### config.mk
export PLATFORM = sky130hd
export DESIGN_NAME = pdf_front
export DESIGN_NICKNAME = d
export VERILOG_FILES = /design/src/pdf_pkg.sv /design/src/pdf_front.sv
export SDC_FILE = /design/constraint.sdc
export NUM_CORES = 1
export LEC_CHECK = 0
export BUFFER_PORTS_ARGS = -buffer_cell sky130_fd_sc_hd__buf_2
export CORE_MARGIN = 5
export CORE_UTILIZATION = 42
export DETAILED_ROUTE_END_ITERATION = 10
export GPL_TIMING_DRIVEN = 0
export PLACE_DENSITY = 0.95
export SYNTH_ARGS = -nofsm -noshare
export SYNTH_HDL_FRONTEND = slang
export SYNTH_SLANG_ARGS = --single-unit
### constraint.sdc
create_clock -name vclk -period 5.4
set_clock_uncertainty 0.05 [all_clocks]
set_input_delay 0.81 -clock vclk [all_inputs]
set_output_delay 0.81 -clock vclk [all_outputs]
set_load 0.1 [all_outputs]
### src/pdf_pkg.sv
// Shared types and constants of the particle drag force unit
package pdf_pkg;

  localparam int unsigned VW      = 32;
  localparam int unsigned CW      = 31;
  localparam int unsigned FRAC    = 16;
  localparam int unsigned NCOMP   = 3;
  localparam int unsigned IDXW    = 2;

  localparam logic [IDXW-1:0] REG_LINEAR    = 2'd0;
  localparam logic [IDXW-1:0] REG_QUADRATIC = 2'd1;
  localparam logic [IDXW-1:0] REG_AIRBRAKE  = 2'd2;

  // sign and magnitude of one velocity vector
  typedef struct packed {
    logic [NCOMP-1:0]       neg;
    logic [NCOMP-1:0][VW-1:0] mag;
  } item_t;

  typedef struct packed {
    logic [CW-1:0] k1;
    logic [CW-1:0] k2;
    logic          airbrake;
  } cfg_t;

endpackage

### src/pdf_front.sv
// Front end: takes velocity items and splits them into sign and magnitude
module pdf_front
  import pdf_pkg::*;
(
  input  logic          in_valid,
  output logic          in_stall,
  input  logic [31:0]   in_vel_x,
  input  logic [31:0]   in_vel_y,
  input  logic [31:0]   in_vel_z,
  input  logic          q_full,
  output logic          q_push,
  output item_t         q_data
);

  logic [NCOMP-1:0][VW-1:0] raw;

  assign raw      = {in_vel_z, in_vel_y, in_vel_x};
  assign in_stall = q_full;
  assign q_push   = in_valid && !q_full;

  always_comb begin
    for (int i = 0; i < NCOMP; i++) begin
      q_data.neg[i] = raw[i][VW-1];
      // most negative value maps to 2^31, which still fits unsigned
      q_data.mag[i] = raw[i][VW-1] ? (~raw[i] + 32'd1) : raw[i];
    end
  end

endmodule

==> flow_metrics.tcl <==
set metrics [dict create \
    finalMaxSlewViolations 0 \
    numSequentialCells 0 \
    rsz0062_at_grt "no" \
    run_status "finished, final reports clean" \
    cap_violations 0 \
    drt_first_pass_iters 5 \
    worst_slack_ns 1.314 \
    post_cts_buffers 0 \
    holdBufCountCts 0 \
    whs_ns 1.961 \
    stdcell_count 569 \
    layout-drive-gt1-share 0.4429 \
    hold_class "primary input to output pin" \
    die_area_um2 6611 \
    yosys.area.top_type "xnor2_1" \
    yosys_warnings 0 \
    syn_nets 403 \
    numPortBuffers 197 \
    slew_headroom 0.4810 \
    nClkBuffers 0 \
    netlist.area_leader.share 0.3363 \
    core-area_um2 5010 \
    p_leak_nw 1.344 \
    period_minus_slack_ns 4.086 \
    post_cts_resized 0 \
    finalHoldViolations 0 \
    antenna_found_initial 0 \
    holdPathEnd "q_data[96]" \
    io_pins 199 \
    initial_core_util 0.4263 \
    pwr_density_cell_nw_per_um2 254.2 \
    synth_area_leaders "xnor2_1, o41ai_1, o31ai_1" \
    routed_wl_um 8442 \
    min_period_over_period 0.7567 \
    grt_max_degree 11 \
    fp.dieW_um 81.31 \
    place_ws_ns 1.335 \
    critPathMaxFanout 10 \
    antenna_cells 0 \
    hp-start "in_vel_x[31]" \
    drtIter0Drc 130 \
    ys_types 35 \
    synth_area_um2 2136 \
    worst_pin_slew_ns 0.7714 \
    overflow 0 \
    avgSynthCellArea_um2 7.072 \
    vias 3140 \
    grt.total_usage 0.2322 \
    drcViolationCount 0 \
    min_path_cells 2 \
    arrival_ns 3.23 \
    viasPerCell 5.518 \
    grt_pass1_vias 2968 \
    layout_common_cells "buf_2, xnor2_1, o31ai_1, o21ai_0, o41ai_1" \
    wire_per_inst_um 14.84 \
    die_y_um 81.31 \
    ys_seq_area_frac 0 \
    place.gp.congestion 0.8766 \
    grt_pass1_wl_um 13030 \
    fmax_ghz 0.2447 \
    start_kind "primary input" \
    worstPathRequired_ns 4.54 \
    final_common_cell "buf_2" \
    fp-row-count 26 \
    critical_path_class "primary input to output pin" \
    ir_worst_vdd_v 0.0002355 \
    drtAntennaViolNets 0 \
    hpwl_um 7365 \
    area_delta_synth_final_pct 50.85 \
    dp.cells 569 \
    nFillCells 475 \
    syn-instance-count 302 \
    endpoint_kind "output pin" \
    layout.nets 602 \
    finalSetupTns_ns 0 \
    seq_area_um2 0 \
    finalSetupViolations 0 \
    fin_util 0.6431 \
]
synthesized netlist by cell type, drive strengths merged:
library cell  instances
nand4bb               1
nor2                 10
nor4bb                2
a31o                  1
o21ai                23
or4b                  2
nor3                  7
or4                   6
a41oi                 2
nand3                 4
nor3b                 1
inv                   9
nor4                 13
clkbuf               16
nand4b                3
nand2                21
a21oi                 3
nand4                 4
xnor2                82
ha                    3
nand3b                3
buf                   8
o31ai                23
or2                   7
and2                  1
o41ai                25
or3                   7
xor2                  5
nor2b                 2
nand2b                8
area by class of cell:
class,count,area [µm²],area share
buffer,24,123.9,0.03845
inverter,9,33.78,0.01049
multi-input combinational,269,1991,0.6179
tap,70,87.58,0.02718
timing repair buffer,197,985.9,0.3060
report_power, final:
group / leakage, nW / internal [W] / switching, W / total, W
sequential: 0 / 0 / 0 / 0
combinational: 1.34 / 0.000140 / 0.000679 / 0.000819
clock: 0 / 0 / 0 / 0
critical path, stage by stage:
cell	delay [ns]
buf_2	0.12
nor3_1	0.54
nand4b_1	0.51
o41ai_1	0.57
xnor2_1	0.20
buf_2	0.47
metal layers:
| metal | part of all wire | track usage |
|---|---|---|
| met1 | 0.38 | 0.2771 |
| met2 | 0.54 | 0.4454 |
| met3 | 0.080 | 0.02439 |
| met4 | 0.0083 | 0.03716 |
| met5 | 0 | 0 |
kinds of logic after synthesis:
family | after synthesis | synth area share
simple gates | 102 | 0.2847
xor+xnor | 87 | 0.3568
compound gates | 77 | 0.2671
buf+inv | 33 | 0.07381
fa+ha+maj | 3 | 0.01758
through the flow:
step                total power, W  area, µm²
floorplan                0.0006662       2148
global placement         0.0008109       3222
detailed placement       0.0008182       3222
CTS                      0.0008196       3222
global route             0.0008442       3222
finish                   0.0008191       3222
worst max path at each step:
stage	startpoint	end	slack [ns]	depth (start not counted)
final	in_vel_z[4]	q_data[94]	1.31	6
after global routing	in_vel_z[4]	q_data[94]	1.11	6
after CTS	in_vel_z[4]	q_data[94]	1.34	6
after detailed placement	in_vel_z[2]	q_data[94]	1.34	6
after global placement	in_vel_z[2]	q_data[94]	1.42	6
after floorplan	in_vel_x[1]	q_data[31]	0.61	5
Note: power is estimated with default switching activity, not from simulation.
