$ cat config.mk
export PLATFORM = sky130hd
export DESIGN_NAME = pdf_queue
export DESIGN_NICKNAME = d
export VERILOG_FILES = /design/src/pdf_pkg.sv /design/src/pdf_queue.sv
export SDC_FILE = /design/constraint.sdc
export NUM_CORES = 1
export LEC_CHECK = 0
export BUFFER_PORTS_ARGS = -buffer_cell sky130_fd_sc_hd__buf_2
export CELL_PAD_IN_SITES_DETAIL_PLACEMENT = 0
export CELL_PAD_IN_SITES_GLOBAL_PLACEMENT = 1
export CORE_UTILIZATION = 35
export CTS_CLUSTER_DIAMETER = 30
export DETAILED_ROUTE_END_ITERATION = 10
export GPL_TIMING_DRIVEN = 0
export HOLD_SLACK_MARGIN = 0.12
export PLACE_DENSITY_LB_ADDON = 0.1
export SLEW_MARGIN = 25
export SYNTH_ARGS = -nofsm -noshare
export SYNTH_HDL_FRONTEND = slang
export SYNTH_SLANG_ARGS = --single-unit
$ cat constraint.sdc
create_clock -name clk -period 4.07 [get_ports clk]
set_input_delay 0.407 -clock clk [delete_from_list [all_inputs] [get_ports clk]]
set_output_delay 0.407 -clock clk [all_outputs]
set_load 0.02 [all_outputs]
$ cat src/pdf_pkg.sv
// Shared types and constants of the particle drag force unit
package pdf_pkg;

  localparam int unsigned VW      = 32;
  localparam int unsigned CW      = 31;
  localparam int unsigned FRAC    = 16;
  localparam int unsigned NCOMP   = 3;
  localparam int unsigned IDXW    = 2;

  localparam logic [IDXW-1:0] REG_LINEAR    = 2'd0;
  localparam logic [IDXW-1:0] REG_QUADRATIC = 2'd1;
  localparam logic [IDXW-1:0] REG_AIRBRAKE  = 2'd2;

  // sign and magnitude of one velocity vector
  typedef struct packed {
    logic [NCOMP-1:0]       neg;
    logic [NCOMP-1:0][VW-1:0] mag;
  } item_t;

  typedef struct packed {
    logic [CW-1:0] k1;
    logic [CW-1:0] k2;
    logic          airbrake;
  } cfg_t;

endpackage

$ cat src/pdf_queue.sv
// Small item queue between the front end and the arithmetic back end
module pdf_queue
  import pdf_pkg::*;
#(
  parameter int unsigned DEPTH = 4
) (
  input  logic  clk,
  input  logic  rst_n,
  input  logic  push,
  input  item_t push_data,
  output logic  full,
  input  logic  pop,
  output item_t pop_data,
  output logic  empty
);

  localparam int unsigned AW = (DEPTH > 1) ? $clog2(DEPTH) : 1;

  item_t             mem_r [DEPTH];
  logic [AW-1:0]     wptr_r, wptr_nxt;
  logic [AW-1:0]     rptr_r, rptr_nxt;
  logic [AW:0]       cnt_r, cnt_nxt;
  logic              do_push, do_pop;

  assign full     = (cnt_r == (AW+1)'(DEPTH));
  assign empty    = (cnt_r == '0);
  assign do_push  = push && !full;
  assign do_pop   = pop && !empty;
  assign pop_data = mem_r[rptr_r];

  always_comb begin
    wptr_nxt = wptr_r;
    rptr_nxt = rptr_r;
    if (do_push) begin
      wptr_nxt = (wptr_r == AW'(DEPTH-1)) ? '0 : wptr_r + AW'(1);
    end
    if (do_pop) begin
      rptr_nxt = (rptr_r == AW'(DEPTH-1)) ? '0 : rptr_r + AW'(1);
    end
    cnt_nxt = cnt_r + (AW+1)'(do_push) - (AW+1)'(do_pop);
  end

  always_ff @(posedge clk) begin
    if (!rst_n) begin
      wptr_r <= '0;
      rptr_r <= '0;
      cnt_r  <= '0;
    end else begin
      wptr_r <= wptr_nxt;
      rptr_r <= rptr_nxt;
      cnt_r  <= cnt_nxt;
    end
  end

  always_ff @(posedge clk) begin
    if (do_push) begin
      mem_r[wptr_r] <= push_data;
    end
  end

endmodule

==> results.md <==
STA:
- The number of max-slew violations in the final report is 0.
- The count of endpoints failing hold in the final timing report was 0.
- The final total negative setup slack is 0 ns.
- Setup repair after global routing left no endpoint under its margin.
- The post-layout minimum cycle time is 2.75 ns.
- Headroom to the max-slew limit came out at 0.552.
- The highest clock frequency the design can meet is 363 MHz.
- Setup slack closes at about 1.3 ns.
- The transition time at the pin with the least slew margin is roughly 0.67 ns.
- The total of endpoints with negative setup slack in the final report is 0.
- The hold slack is 0.266 ns.
- Of the available clock period, the critical path in the final layout requires 0.677.
- The final setup skew is 0.00887 ns.

Synthesis:
- Yosys printed 0 warnings.
- For this run, the register share of the synthesized area comes to 0.820.
- After synthesis, the share of flip-flops with an asynchronous set or reset is 0.
- The synthesized-area fraction occupied by ao, oa, aoi and oai cells came to 0.00119.
- The most used flip-flop cell after synthesis is edfxtp_1.
- The number of distinct library cells after synthesis is 22.
- After synthesis, the most frequently instantiated cells are 396 x edfxtp_1, 99 x mux4_2, 10 x buf_2, 10 x clkbuf_1, 9 x dfxtp_1.
- Of the total synthesized cell area, the portion taken by AND, OR, NAND and NOR gates is 0.00697.
- The share of the synthesized netlist area taken by xor and xnor gates is 0.00119.
- The net count of the mapped netlist is 681.
- The average instance area after synthesis is 25.8 um2.
- Of the post-synthesis cell area, the dominant cell type holds 0.807.
- The post-synthesis adder-cell area fraction is 0.00731.
- In this run the cell area of the synthesized design comes to 0.0147 mm2.
- edfxtp_1 takes more of the synthesized area than any other cell.
- After synthesis, the share of cell area in mux cells is 0.153.
- Yosys attributes the largest share of cell area to edfxtp_1 81%, mux4_2 15%, dfxtp_1 1.2%.
- The dominant combinational cell family by area after synthesis is multiplexers.
- After technology mapping, the gate count stands at 570.
- edfxtp_1 is the most common cell in the netlist.
- The number of synthesized flops with an enable pin is 396.
- The flop and latch count out of synthesis is 405.

Floorplanning:
- The chip height is between 200 and 250 um.
- The initial utilization of the core area, before any placement, comes to 0.357.
- The die outline width is 207 um.
- The core box area is 0.0412 mm2.
- The standard-cell row count is 74.
- Pin placement for this block handled 204 I/O pins.
- The total die area is 0.0429 mm2.

Clock network:
- The later pin in the worst-skew pair is clocked with a latency of 0.59 ns.
- The number of instances resized during post-cts repair is 0.
- The clock tree synthesis step divided the H-tree into 3 levels.
- Clock tree synthesis inserted a total of 84 buffers.
- The tree built by TritonCTS fans out to roughly 410 sinks.
- The maximum clock insertion buffer count is 3.
- The post-CTS setup-driven buffer insertion count is 0.
- The clock tree from TritonCTS is built.
- After clock tree synthesis, the clock-pin slew on the worst setup and hold paths is 0.04 ns.
- The number of buffers added to fix hold violations after cts is 100.
- The buffer type at the clock tree root is clkbuf_16.

Setup path:
- The largest stage delay on the critical path is 0.56 ns.
- The peak fanout along the critical path is 10.
- The setup path with the least slack is of type flop to primary output.
- The slowest stage of the critical path belongs to the cell clkbuf_1.
- The worst setup path is launched from a flop.
- The endpoint type of the worst setup path is a primary output.
- Data on the critical path is required at its endpoint by 3.66 ns.
- Walking the worst path, the cells encountered are buf_2 > clkbuf_1 > mux4_2 > buf_2.
- STA puts the critical path data arrival time at 2.35 ns.
- The most numerous cell type found on the critical path is buf_2.

Detailed routing:
- The number of detailed-routing iterations run before antenna repair is 4.
- After the first detailed-routing iteration, the DRC count stood at 292.
- The DRC violation count after routing is 0.
- After detailed routing, the total wire length is 30.8 mm.
- The wire length per cell after detailed routing is around 20 um.
- Across all layers, the routed design uses 7,321 vias.
- In this run the remaining antenna-violating nets after routing total 0.
- The via density per instance is between 4 and 5.

Pwr:
- The reported leakage power is 7.11 nW.
- In this run the power density over the cells is 713 mW/mm2.
- Total power for the finished layout comes to 14.5 mW.
- The switching share of power is 0.262.
- Of the total power, registers draw 0.357.
- The internal power is 10.7 mW.
- The combinational fraction of design power is 0.195.
- The worst ir drop on vdd is 0.471 mV.
- The clock network power share is 0.448.
- The analysis attributes to net switching a power of 3.81 mW.

Placement:
- Including well taps, the total number of placed cells is roughly 1,300.
- After detailed placement, the total cell area comes to 0.0166 mm2.
- OpenSTA, run right after detailed placement, puts the worst setup slack at ~1.5 ns.
- The sum of net half-perimeters after detailed placement is 18.4 mm.
- The placer's final routability congestion estimate is between 0.7 and 0.8.
- The count of buffers from port buffering is 203.

Cells and area:
- The ratio of cells with drive above 1 in the final layout is 0.444.
- After routing the design area is 0.0204 mm2.
- Fill cells in the final layout number 3,345.
- Compared with the post-synthesis result, the final layout area differs by 38.2%.
- For this run, the post-layout net count is 1,078.
- 0 antenna diodes ended up in the layout.
- The end-of-flow core utilization is 0.494.
- For this run, the number of standard cells in the final layout without fillers is 1,566.

Global route:
- Entering global routing, the biggest net connects 38 pins.
- In the global route stage, overall resource usage came out at 0.150.
- The overall overflow remaining after global route is 0.
- The initial antenna violation count came to 1.
- The number of global-route vias before repair is 8,437.
- The first-pass GRT wire length is about 48 mm.

Worst hold path:
- The classification of the worst-slack hold path is input port to flop.

Run:
- The count of maximum capacitance violations is 0.

Run status:
- The flow ran to the end, and the final reports show no timing, DRC or antenna violations.
## path summary, 6_finish.rpt
kind	startpoint	to	slack, ns	cells after the start
min	pop	rptr_r[0]$_SDFFE_PN0N_	0.27	3
max	flop	pop_data[74]	1.32	4
max reg2reg	cnt_r[2]$_SDFF_PN0_	mem_r[1][23]$_DFFE_PP_	1.59	6
min reg2reg	wptr_r[1]$_SDFFE_PN0P_	wptr_r[1]$_SDFFE_PN0P_	0.50	2
## kinds of logic (layout without fill, tap and decap cells)
kind of cell               Yosys count  after routing
adders and majority gates            8              8
and+or+nand+nor                     20             20
xor gates and xnor gates             2              2
AOI/OAI and AO/OA                    3              3
buffers and inverters               31            495
muxes                              101            101
DFF                                405            405
## power groups by stage
stage / Combinational [mW] / Sequential, mW / Clock (mW)
3_3_place_gp: 2.72 / 5.32 / 0
6_report: 2.82 / 5.18 / 6.50
5_1_grt: 3.04 / 5.22 / 6.85
3_5_place_dp: 2.83 / 5.26 / 0
2_1_floorplan: 1.84 / 5.26 / 0
4_1_cts: 2.92 / 5.19 / 6.66
## per-layer routing
metal  global-route usage  wire length (um)
met1                0.170             12000
met2                0.258             16200
met3               0.0475              1890
met4               0.0700               706
met5                    0                13
## state kept, by name (all words and copies together), names as in the netlist, named ones only
name / count
mem_r: 396
wptr_r: 2
cnt_r: 3
rptr_r: 2
## placed cells by master, fill, tap and decap left out, types with 2 or more instances in the layout
cell           count
clkinv_1          12
mux2i_1            2
clkbuf_16         85
buf_12             4
inv_6              8
inv_1              7
clkinvlp_4         5
bufinv_16         10
buf_16             4
mux4_2            99
edfxtp_1         396
clkbuf_1          20
buf_2            213
clkinv_2          19
nand2_1            6
nor2_1             2
nand3_1            2
dlygate4sd3_1    100
dfxtp_1            9
xnor2_1            2
and2_4             4
clkinv_4           4
ha_1               7
buf_8              2
o21ai_0            2
and2_1             3
## layout make-up
type	instances	area (um2)	share of cell area
clock buffer	95	2160	0.106
clock inverter	58	583	0.0286
inverter	7	26.3	0.00129
buffer	24	136	0.00670
multi-input combinational	134	2500	0.123
sequential	405	12100	0.593
timing repair buffer	311	2210	0.108
tap	532	666	0.0327
## critical path: cells and delay by family, from the launching register on
kind,cells,cell delay [ns]
flops,1,0.29
buf+inv,3,1.03
mux,1,0.44
Note: power is estimated with default switching activity, not from simulation.
